File: src/rtl/core/atw_pkg.sv
// ----------------------------------------------------------------------------
// atw_pkg
// Shared types, codes and helpers for the ATA task-file command writer:
// request encoding, divider stage state and the one-bit CHS divide step.
// ----------------------------------------------------------------------------
package atw_pkg;

  // field widths
  localparam int ATW_BLOCK_W    = 28;
  localparam int ATW_DIV_BITS   = 4;
  localparam int ATW_DIV_STAGES = ATW_BLOCK_W / ATW_DIV_BITS;

  // request actions
  typedef enum logic [1:0] {
    ATW_ACT_LBA   = 2'd0,
    ATW_ACT_CHS   = 2'd1,
    ATW_ACT_BASIC = 2'd2,
    ATW_ACT_XLATE = 2'd3
  } atw_action_e;

  // configuration register indexes
  typedef enum logic [1:0] {
    ATW_REG_PRI_BASE = 2'd0,
    ATW_REG_SEC_BASE = 2'd1,
    ATW_REG_SPT      = 2'd2,
    ATW_REG_HPC      = 2'd3
  } atw_reg_e;

  // what a queued request turns into on the output
  typedef enum logic [1:0] {
    ATW_K_CMD    = 2'd0,
    ATW_K_NOTRDY = 2'd1,
    ATW_K_XLATE  = 2'd2
  } atw_kind_e;

  // register reset values
  localparam logic [15:0] ATW_PRI_BASE_RST = 16'h01F0;
  localparam logic [15:0] ATW_SEC_BASE_RST = 16'h0170;
  localparam logic [5:0]  ATW_SPT_RST      = 6'd63;
  localparam logic [4:0]  ATW_HPC_RST      = 5'd16;
  localparam logic [4:0]  ATW_HPC_MAX      = 5'd16;

  // task-file constants
  localparam logic [7:0]  ATW_DH_LBA     = 8'hE0;
  localparam logic [7:0]  ATW_DH_CHS     = 8'hA0;
  localparam logic [3:0]  ATW_NIBBLE     = 4'hF;
  localparam logic [7:0]  ATW_STAT_BUSY  = 8'h80;
  localparam logic [7:0]  ATW_STAT_READY = 8'h40;
  localparam logic [15:0] ATW_OFS_CNT    = 16'd2;

  // write slots: count, sector, cyl low, cyl high, drive/head, command
  localparam int          ATW_NBYTES    = 6;
  localparam logic [2:0]  ATW_IDX_FIRST = 3'd0;
  localparam logic [2:0]  ATW_IDX_DRVHD = 3'd4;
  localparam logic [2:0]  ATW_IDX_LAST  = 3'd5;

  typedef struct packed {
    atw_kind_e                   kind;
    logic                        chan;
    logic [2:0]                  start;
    logic [ATW_NBYTES-1:0][7:0]  bytes;
  } atw_req_t;

  typedef struct packed {
    logic [ATW_BLOCK_W-1:0] work;
    logic [5:0]             rem_spt;
    logic [3:0]             rem_hpc;
    atw_req_t               req;
  } atw_div_t;

  typedef struct packed {
    logic       qbit;
    logic [5:0] rem_spt;
    logic [3:0] rem_hpc;
  } atw_step_t;

  // one restoring step of block/spt chained into one step of (block/spt)/hpc
  function automatic atw_step_t atw_div_step(logic nbit, logic [5:0] rem_spt,
                                             logic [5:0] spt, logic [3:0] rem_hpc,
                                             logic [4:0] hpc);
    logic [6:0] t1;
    logic [4:0] t2;
    logic       q1;
    atw_step_t  res;
    t1 = {rem_spt, nbit};
    q1 = (t1 >= {1'b0, spt});
    res.rem_spt = q1 ? 6'(t1 - {1'b0, spt}) : t1[5:0];
    t2 = {rem_hpc, q1};
    res.qbit = (t2 >= hpc);
    res.rem_hpc = res.qbit ? 4'(t2 - hpc) : t2[3:0];
    return res;
  endfunction

endpackage

File: src/rtl/core/atw_chs_div.sv
// ----------------------------------------------------------------------------
// atw_chs_div
// Pipelined block to CHS divider. Each stage retires four dividend bits of
// block / spt and feeds the quotient bits straight into (block / spt) / hpc.
// The request side data rides along; valid/stall handshake on both ends.
// ----------------------------------------------------------------------------
module atw_chs_div
  import atw_pkg::*;
(
  input  logic                   clk_i,
  input  logic                   rst_ni,
  input  logic [5:0]             spt_i,
  input  logic [4:0]             hpc_i,
  input  logic                   in_valid_i,
  output logic                   in_stall_o,
  input  logic [ATW_BLOCK_W-1:0] in_dividend_i,
  input  atw_req_t               in_req_i,
  output logic                   out_valid_o,
  input  logic                   out_stall_i,
  output logic [ATW_BLOCK_W-1:0] out_quot_o,
  output logic [5:0]             out_rem_spt_o,
  output logic [3:0]             out_rem_hpc_o,
  output atw_req_t               out_req_o
);

  logic [ATW_DIV_STAGES-1:0] valid_q;
  atw_div_t                  stage_q [ATW_DIV_STAGES];
  logic [ATW_DIV_STAGES-1:0] src_valid;
  atw_div_t                  src     [ATW_DIV_STAGES];
  atw_div_t                  stage_d [ATW_DIV_STAGES];
  logic [ATW_DIV_STAGES-1:0] take;
  logic [ATW_DIV_STAGES-1:0] load;

  // stage sources
  always_comb begin
    src_valid[0] = in_valid_i;
    src[0].work    = in_dividend_i;
    src[0].rem_spt = '0;
    src[0].rem_hpc = '0;
    src[0].req     = in_req_i;
    for (int s = 1; s < ATW_DIV_STAGES; s++) begin
      src_valid[s] = valid_q[s-1];
      src[s]       = stage_q[s-1];
    end
  end

  // backward flow control: a stage loads when empty or when it hands on
  always_comb begin
    take[ATW_DIV_STAGES-1] = valid_q[ATW_DIV_STAGES-1] & ~out_stall_i;
    load[ATW_DIV_STAGES-1] = ~valid_q[ATW_DIV_STAGES-1] | take[ATW_DIV_STAGES-1];
    for (int s = ATW_DIV_STAGES - 2; s >= 0; s--) begin
      take[s] = valid_q[s] & load[s+1];
      load[s] = ~valid_q[s] | take[s];
    end
  end

  // four divide steps per stage
  always_comb begin
    atw_step_t st;
    st = '0;
    for (int s = 0; s < ATW_DIV_STAGES; s++) begin
      stage_d[s] = src[s];
      for (int j = 0; j < ATW_DIV_BITS; j++) begin
        st = atw_div_step(stage_d[s].work[ATW_BLOCK_W-1], stage_d[s].rem_spt, spt_i,
                          stage_d[s].rem_hpc, hpc_i);
        stage_d[s].work    = {stage_d[s].work[ATW_BLOCK_W-2:0], st.qbit};
        stage_d[s].rem_spt = st.rem_spt;
        stage_d[s].rem_hpc = st.rem_hpc;
      end
    end
  end

  // stage valid bits
  always_ff @(posedge clk_i or negedge rst_ni) begin
    if (!rst_ni) begin
      valid_q <= '0;
    end else begin
      for (int s = 0; s < ATW_DIV_STAGES; s++) begin
        if (load[s]) begin
          valid_q[s] <= src_valid[s];
        end
      end
    end
  end

  // stage payload
  always_ff @(posedge clk_i) begin
    for (int s = 0; s < ATW_DIV_STAGES; s++) begin
      if (load[s] && src_valid[s]) begin
        stage_q[s] <= stage_d[s];
      end
    end
  end

  assign in_stall_o    = ~load[0];
  assign out_valid_o   = valid_q[ATW_DIV_STAGES-1];
  assign out_quot_o    = stage_q[ATW_DIV_STAGES-1].work;
  assign out_rem_spt_o = stage_q[ATW_DIV_STAGES-1].rem_spt;
  assign out_rem_hpc_o = stage_q[ATW_DIV_STAGES-1].rem_hpc;
  assign out_req_o     = stage_q[ATW_DIV_STAGES-1].req;

endmodule

File: src/rtl/core/ata_taskfile_command_writer_top.sv
// ----------------------------------------------------------------------------
// ata_taskfile_command_writer_top
// Turns one command request into its ATA task-file port writes or a not-ready
// flag, or a block number into cylinder/head/sector from the configured geometry.
// ----------------------------------------------------------------------------
// Usage:
//   The input channel (in_valid_i / in_stall_o) takes one request per
//   transaction. The output channel (out_valid_o / out_stall_i) gives one
//   result per transaction: LBA and CHS commands give six port writes,
//   a basic command two, and translate or a not-ready status one.
//   Every request passes a seven stage divider pipeline, then a one-entry
//   request register and the output register. The output port carries one
//   result per cycle while out_stall_i is low; the next request is loaded
//   behind the last result of the previous one without a gap. Up to nine
//   requests are in flight.
//   A stall on the output holds the result registers and fills the pipeline
//   back to the input, which then stalls; nothing is dropped or repeated.
//   Reset empties the pipeline and sets the base addresses to 0x1F0 and
//   0x170 and the geometry to 63 sectors and 16 heads. Configuration is
//   written through cfg_we_i / cfg_idx_i / cfg_data_i; the user must write
//   it only while the block idles, as the block itself does not enforce this.
// ----------------------------------------------------------------------------
module ata_taskfile_command_writer_top
  import atw_pkg::*;
(
  input  logic        clk_i,
  input  logic        rst_ni,
  // configuration
  input  logic        cfg_we_i,
  input  logic [1:0]  cfg_idx_i,
  input  logic [15:0] cfg_data_i,
  // request channel
  input  logic        in_valid_i,
  output logic        in_stall_o,
  input  logic [1:0]  action_i,
  input  logic [1:0]  drive_i,
  input  logic [27:0] block_i,
  input  logic [7:0]  sector_count_i,
  input  logic [7:0]  opcode_i,
  input  logic [15:0] cylinder_in_i,
  input  logic [3:0]  head_in_i,
  input  logic [7:0]  sector_in_i,
  input  logic [7:0]  device_status_i,
  // result channel
  output logic        out_valid_o,
  input  logic        out_stall_i,
  output logic [15:0] port_address_o,
  output logic [7:0]  port_data_o,
  output logic        last_o,
  output logic        not_ready_o,
  output logic [15:0] cylinder_out_o,
  output logic [3:0]  head_out_o,
  output logic [5:0]  sector_out_o,
  output logic        chs_overflow_o
);

  typedef struct packed {
    atw_req_t    req;
    logic [15:0] cyl;
    logic [3:0]  head;
    logic [5:0]  sect;
    logic        ovf;
  } atw_cur_t;

  logic [15:0] pri_base_q;
  logic [15:0] sec_base_q;
  logic [5:0]  spt_q;
  logic [4:0]  hpc_q;
  logic [5:0]  spt_eff;
  logic [4:0]  hpc_eff;

  atw_req_t    in_req;
  logic        status_ok;
  logic [7:0]  sel_bits;

  logic        div_valid;
  logic        div_stall;
  logic [27:0] div_quot;
  logic [5:0]  div_rem_spt;
  logic [3:0]  div_rem_hpc;
  atw_req_t    div_req;

  logic        cur_valid_q;
  atw_cur_t    cur_q;
  atw_cur_t    cur_d;
  logic [2:0]  idx_q;
  logic        cur_last;
  logic        div_take;
  logic        out_free;
  logic        emit;

  logic        out_valid_q;
  logic [15:0] addr_q, addr_d;
  logic [7:0]  data_q, data_d;
  logic        last_q, last_d;
  logic        nrdy_q, nrdy_d;
  logic [15:0] cyl_q, cyl_d;
  logic [3:0]  head_q, head_d;
  logic [5:0]  sect_q, sect_d;
  logic        ovf_q, ovf_d;

  // configuration registers
  always_ff @(posedge clk_i or negedge rst_ni) begin
    if (!rst_ni) begin
      pri_base_q <= ATW_PRI_BASE_RST;
      sec_base_q <= ATW_SEC_BASE_RST;
      spt_q      <= ATW_SPT_RST;
      hpc_q      <= ATW_HPC_RST;
    end else if (cfg_we_i) begin
      case (atw_reg_e'(cfg_idx_i))
        ATW_REG_PRI_BASE: pri_base_q <= cfg_data_i;
        ATW_REG_SEC_BASE: sec_base_q <= cfg_data_i;
        ATW_REG_SPT:      spt_q      <= cfg_data_i[5:0];
        ATW_REG_HPC:      hpc_q      <= cfg_data_i[4:0];
        default: ;
      endcase
    end
  end

  // geometry clamped to usable divisors
  always_comb begin
    spt_eff = (spt_q == '0) ? 6'd1 : spt_q;
    if (hpc_q == '0) begin
      hpc_eff = 5'd1;
    end else if (hpc_q > ATW_HPC_MAX) begin
      hpc_eff = ATW_HPC_MAX;
    end else begin
      hpc_eff = hpc_q;
    end
  end

  // request encoding: task-file bytes in write order
  always_comb begin
    status_ok = ((device_status_i & (ATW_STAT_BUSY | ATW_STAT_READY)) == ATW_STAT_READY);
    sel_bits  = {3'b000, drive_i[0], 4'b0000};
    in_req.chan     = drive_i[1];
    in_req.start    = ATW_IDX_FIRST;
    in_req.bytes[0] = sector_count_i;
    in_req.bytes[5] = opcode_i;
    in_req.bytes[1] = sector_in_i;
    in_req.bytes[2] = cylinder_in_i[7:0];
    in_req.bytes[3] = cylinder_in_i[15:8];
    in_req.bytes[4] = ATW_DH_CHS | sel_bits | {4'b0000, head_in_i & ATW_NIBBLE};
    case (atw_action_e'(action_i))
      ATW_ACT_LBA: begin
        in_req.bytes[1] = block_i[7:0];
        in_req.bytes[2] = block_i[15:8];
        in_req.bytes[3] = block_i[23:16];
        in_req.bytes[4] = ATW_DH_LBA | sel_bits | {4'b0000, block_i[27:24] & ATW_NIBBLE};
      end
      ATW_ACT_BASIC: begin
        in_req.start    = ATW_IDX_DRVHD;
        in_req.bytes[4] = ATW_DH_CHS | sel_bits;
      end
      default: ;
    endcase
    if (atw_action_e'(action_i) == ATW_ACT_XLATE) begin
      in_req.kind = ATW_K_XLATE;
    end else if (!status_ok) begin
      in_req.kind = ATW_K_NOTRDY;
    end else begin
      in_req.kind = ATW_K_CMD;
    end
  end

  // block to chs divider pipeline
  atw_chs_div u_div (
    .clk_i         (clk_i),
    .rst_ni        (rst_ni),
    .spt_i         (spt_eff),
    .hpc_i         (hpc_eff),
    .in_valid_i    (in_valid_i),
    .in_stall_o    (in_stall_o),
    .in_dividend_i (block_i),
    .in_req_i      (in_req),
    .out_valid_o   (div_valid),
    .out_stall_i   (div_stall),
    .out_quot_o    (div_quot),
    .out_rem_spt_o (div_rem_spt),
    .out_rem_hpc_o (div_rem_hpc),
    .out_req_o     (div_req)
  );

  // translate results with cylinder saturation
  always_comb begin
    cur_d.req  = div_req;
    cur_d.ovf  = |div_quot[27:16];
    cur_d.cyl  = cur_d.ovf ? 16'hFFFF : div_quot[15:0];
    cur_d.head = div_rem_hpc;
    cur_d.sect = 6'(div_rem_spt + 6'd1);
  end

  // request sequencing
  assign out_free = ~out_valid_q | ~out_stall_i;
  assign emit     = cur_valid_q & out_free;
  assign cur_last = (cur_q.req.kind != ATW_K_CMD) || (idx_q == ATW_IDX_LAST);
  assign div_take = ~cur_valid_q | (emit & cur_last);
  assign div_stall = ~div_take;

  always_ff @(posedge clk_i or negedge rst_ni) begin
    if (!rst_ni) begin
      cur_valid_q <= 1'b0;
      idx_q       <= ATW_IDX_FIRST;
      out_valid_q <= 1'b0;
    end else begin
      if (div_take) begin
        cur_valid_q <= div_valid;
        idx_q       <= div_req.start;
      end else if (emit) begin
        idx_q <= 3'(idx_q + 3'd1);
      end
      if (out_free) begin
        out_valid_q <= emit;
      end
    end
  end

  always_ff @(posedge clk_i) begin
    if (div_take && div_valid) begin
      cur_q <= cur_d;
    end
  end

  // next result from the current request
  always_comb begin
    addr_d = '0;
    data_d = '0;
    last_d = 1'b1;
    nrdy_d = 1'b0;
    cyl_d  = '0;
    head_d = '0;
    sect_d = '0;
    ovf_d  = 1'b0;
    case (cur_q.req.kind)
      ATW_K_CMD: begin
        addr_d = 16'((cur_q.req.chan ? sec_base_q : pri_base_q) + ATW_OFS_CNT
                     + {13'd0, idx_q});
        data_d = cur_q.req.bytes[idx_q];
        last_d = (idx_q == ATW_IDX_LAST);
      end
      ATW_K_NOTRDY: begin
        nrdy_d = 1'b1;
      end
      ATW_K_XLATE: begin
        cyl_d  = cur_q.cyl;
        head_d = cur_q.head;
        sect_d = cur_q.sect;
        ovf_d  = cur_q.ovf;
      end
      default: ;
    endcase
  end

  // output register
  always_ff @(posedge clk_i) begin
    if (emit) begin
      addr_q <= addr_d;
      data_q <= data_d;
      last_q <= last_d;
      nrdy_q <= nrdy_d;
      cyl_q  <= cyl_d;
      head_q <= head_d;
      sect_q <= sect_d;
      ovf_q  <= ovf_d;
    end
  end

  assign out_valid_o    = out_valid_q;
  assign port_address_o = addr_q;
  assign port_data_o    = data_q;
  assign last_o         = last_q;
  assign not_ready_o    = nrdy_q;
  assign cylinder_out_o = cyl_q;
  assign head_out_o     = head_q;
  assign sector_out_o   = sect_q;
  assign chs_overflow_o = ovf_q;

endmodule

File: config.mk
export PLATFORM = sky130hd
export DESIGN_NAME = ata_taskfile_command_writer_top
export DESIGN_NICKNAME = d
export VERILOG_FILES = /design/src/rtl/core/atw_pkg.sv /design/src/rtl/core/atw_chs_div.sv /design/src/rtl/core/ata_taskfile_command_writer_top.sv
export SDC_FILE = /design/constraint.sdc
export NUM_CORES = 1
export LEC_CHECK = 0
export BUFFER_PORTS_ARGS = -buffer_cell sky130_fd_sc_hd__buf_2
export CORE_AREA = 2 2 371 373
export DETAILED_ROUTE_END_ITERATION = 6
export DIE_AREA = 0 0 373 375
export GPL_TIMING_DRIVEN = 0
export PLACE_DENSITY = 0.44
export SETUP_SLACK_MARGIN = 0.05
export SYNTH_ARGS = -nofsm -noshare
export SYNTH_HDL_FRONTEND = slang
export SYNTH_SLANG_ARGS = --single-unit
File: constraint.sdc
create_clock -name clk_i -period 16.3 [get_ports clk_i]
set_input_delay 0.815 -clock clk_i [delete_from_list [all_inputs] [get_ports clk_i]]
set_output_delay 0.815 -clock clk_i [all_outputs]
set_load 0.01 [all_outputs]
==> results.cfg <==
[worst_setup_path]
crit_path_max_incr_delay_ns = 0.90
cp-start-kind = flop
crit_fanout = 15
critPathRequiredTime_ns = 16.70
cp_slowest_cell = inv_1
crit_type = flop to flop
endpoint_kind = flop
path_common_cell = ha_1
arrival_ns = 13.25

[yosys]
yosysTopAreaCellShare_pct = 55.16
netlist_instances = 2967
synth_simple_gate_area_share_pct = 7.775
yosys_most_used_dff = edfxtp_1
synthAdderAreaFrac_pct = 12.28
avgSynthCellArea_um2 = 13.67
ys_seq_area_share_pct = 58.61
synthTopCellsByArea = edfxtp_1 55%, ha_1 9.6%, mux2_2 4.3%
yosys_register_bits = 800
synth_edf_count = 745
synth_top_family_by_area = adder cells
synth_cell_type_count = 81
syn_area_mm2 = 0.04055
synthMuxAreaShare_pct = 6.541
synth_xor_area_share_pct = 3.240
ys_warn_count = 0
synth_compound_area_share_pct = 9.052
syn-num-nets = 3439
async_flop_share_pct = 6.875
synth.largest_area_cell = edfxtp_1

[grt]
grt_max_degree = 57
grtUsageTotal_pct = 13.32
overflow = 0
antenna_found_initial = 9
grt_pass1_vias = 24126
grt_pass1_wl_um = 143400

[hold_path]
holdCritPathClass = input port to async pin

[floorplan]
io_pins = 162
rows = 136
start_util_pct = 29.75
die_h_um = 375
die_x_um = 373
die_area_mm2 = 0.1399
coreArea_mm2 = 0.1363

[routing]
wirelength_um = 93240
first_iter_violations = 1234
num_vias = 23733
drc = 0
ant_nets = 0
routedWlPerCell_um = 18.23
first_pass_iters = 5
via_per_inst = 4.641

[cts]
hold_buffers = 0
post-cts-setup-buffers = 0
htree_levels = 3
cts-buffers-inserted = 93
cts_buffer_depth = 3
cts_tree = built
root_buffer = clkbuf_16
cts.sinks = 800
clkTransAtPathRegs_ns = 0.06
worstSkewPairLatency_ns = 0.72
cts_resized = 0

[timing]
fin_setup_tns_ns = 0
period_minus_slack_ns = 12.85
rsz0062_at_grt = no
final-setup-viol-count = 0
fmax_ghz = 0.07785
finalHoldViolCount = 0
final-max-slew-violation-count = 0
slew_headroom_pct = 15.96
fin_skew_ns = 0.07572
tightest_slew_ns = 1.259
final.period_utilization_pct = 78.81

[placement]
io_buffers = 155
dp_hpwl_um = 67990
place.gp.congestion = 0.7975

[final_layout]
drive_above_1_share_pct = 17.57
final_common_cell = edfxtp_1
syn2layout_area_growth_pct = 16.73
finish.utilization_pct = 34.73
final_nets = 3713
layout_common_cells = 745 x edfxtp_1, 310 x ha_1, 206 x inv_1

[run_status]
status = completed

[flow_run]
cap_violations = 0
[per-stage QoR]
step | std cells | setup slack (ns) | hold WS, ns | area, um2
after detailed placement | 4940 | 3.457 | 0.4045 | 44220
after global routing | 5113 | 2.518 | 0.1875 | 47340
after global placement | 4916 | 2.685 | 0.4000 | 43570
final | 5114 | 3.454 | 0.1592 | 47340
after floorplan | 2967 | 6.049 | 0.4003 | 40550
after CTS | 5113 | 3.349 | 0.1963 | 47330
[kinds of logic after synthesis]
group	Yosys count
buffers and inverters	268
AOI/OAI and AO/OA	555
DFF	800
xor gates and xnor gates	150
and+or+nand+nor	597
adders and majority gates	365
muxes	232
[final timing paths]
kind / slack, ns / to / cells past startpoint / start
min: 0.16 / sec_base_q[11]$_DFFE_PN0P_ / 1 / rst_ni
max in group asynchronous: 15.62 / u_div.valid_q[3]$_DFFE_PN0P_ / 1 / rst_ni
min in group clk_i: 0.28 / u_div.stage_q[0][86]$_DFFE_PP_ / 1 / block_i[18]
max: 3.45 / u_div.stage_q[4][57]$_DFFE_PP_ / 43 / spt_q[1]$_DFFE_PN1P_
max reg2reg: 3.45 / u_div.stage_q[4][57]$_DFFE_PP_ / 43 / spt_q[1]$_DFFE_PN1P_
min reg2reg: 0.41 / cur_q[71]$_DFFE_PP_ / 0 / u_div.stage_q[6][44]$_DFFE_PP_
[critical path, delay by kind of cell, from the launching register on]
kind / cells / cell delay (ns)
AO/OA/AOI/OAI: 18 / 4.41
buffers and inverters: 8 / 2.43
flip-flops: 1 / 0.40
multiplexers: 3 / 1.06
AND/OR/NAND/NOR: 9 / 2.57
adder cells (fa/ha/maj): 5 / 1.60
[cell usage after synthesis (6+ instances only)]
| cell | number |
|---|---|
| edfxtp_1 | 745 |
| ha_1 | 310 |
| inv_1 | 212 |
| mux2_2 | 154 |
| a21oi_1 | 136 |
| nor2_1 | 120 |
| o21ai_0 | 116 |
| nand2_1 | 108 |
| xor2_1 | 78 |
| a21o_1 | 75 |
| xnor2_1 | 72 |
| nand3_1 | 70 |
| mux2i_1 | 64 |
| fa_1 | 55 |
| nor2b_1 | 55 |
| and2_1 | 52 |
| clkbuf_1 | 46 |
| nand2b_1 | 43 |
| dfrtp_1 | 39 |
| a31oi_1 | 35 |
| or2_2 | 28 |
| nand4_1 | 25 |
| o21a_1 | 25 |
| o211ai_1 | 24 |
| nor3_1 | 20 |
| and3_1 | 16 |
| dfstp_2 | 16 |
| a211oi_1 | 15 |
| nand3b_1 | 14 |
| a21boi_0 | 12 |
| a31o_2 | 12 |
| o221ai_1 | 12 |
| nor4_1 | 10 |
| a22oi_1 | 9 |
| and4_1 | 9 |
| mux4_2 | 8 |
| o211a_1 | 7 |
| a221o_1 | 6 |
| a41oi_1 | 6 |
| o31a_1 | 6 |
| o31ai_1 | 6 |
[state kept, by name, indices dropped and copies added (netlist names), 7 cells and up]
name,count
cylinder_out_o,16
u_div.valid_q,7
cur_q,76
u_div.stage_q,616
pri_base_q,16
sec_base_q,16
port_data_o,8
port_address_o,16
[final cells by class]
| class | instances | area, um2 |
|---|---|---|
| Sequential cell | 800 | 23770 |
| Inverter | 217 | 819.5 |
| Timing Repair Buffer | 179 | 1356 |
| Antenna cell | 1 | 2.502 |
| Clock buffer | 110 | 2401 |
| Fill cell | 13304 | 88960 |
| Buffer | 51 | 197.7 |
| Multi-Input combinational cell | 1899 | 15840 |
| Clock inverter | 63 | 713.2 |
| Tap cell | 1794 | 2245 |
[layer usage]
metal | up-vias | GRT usage [%] | wire (um)
met5 | - | 0 | 11
met2 | 391 | 20.54 | 40890
met1 | 11460 | 18.96 | 46730
met3 | 118 | 2.536 | 3759
met4 | 2 | 3.881 | 1852
li1 | 11762 | - | -
Power is not shown: default switching activity piles up to over one toggle a cycle in this logic, so the estimate is an artifact.
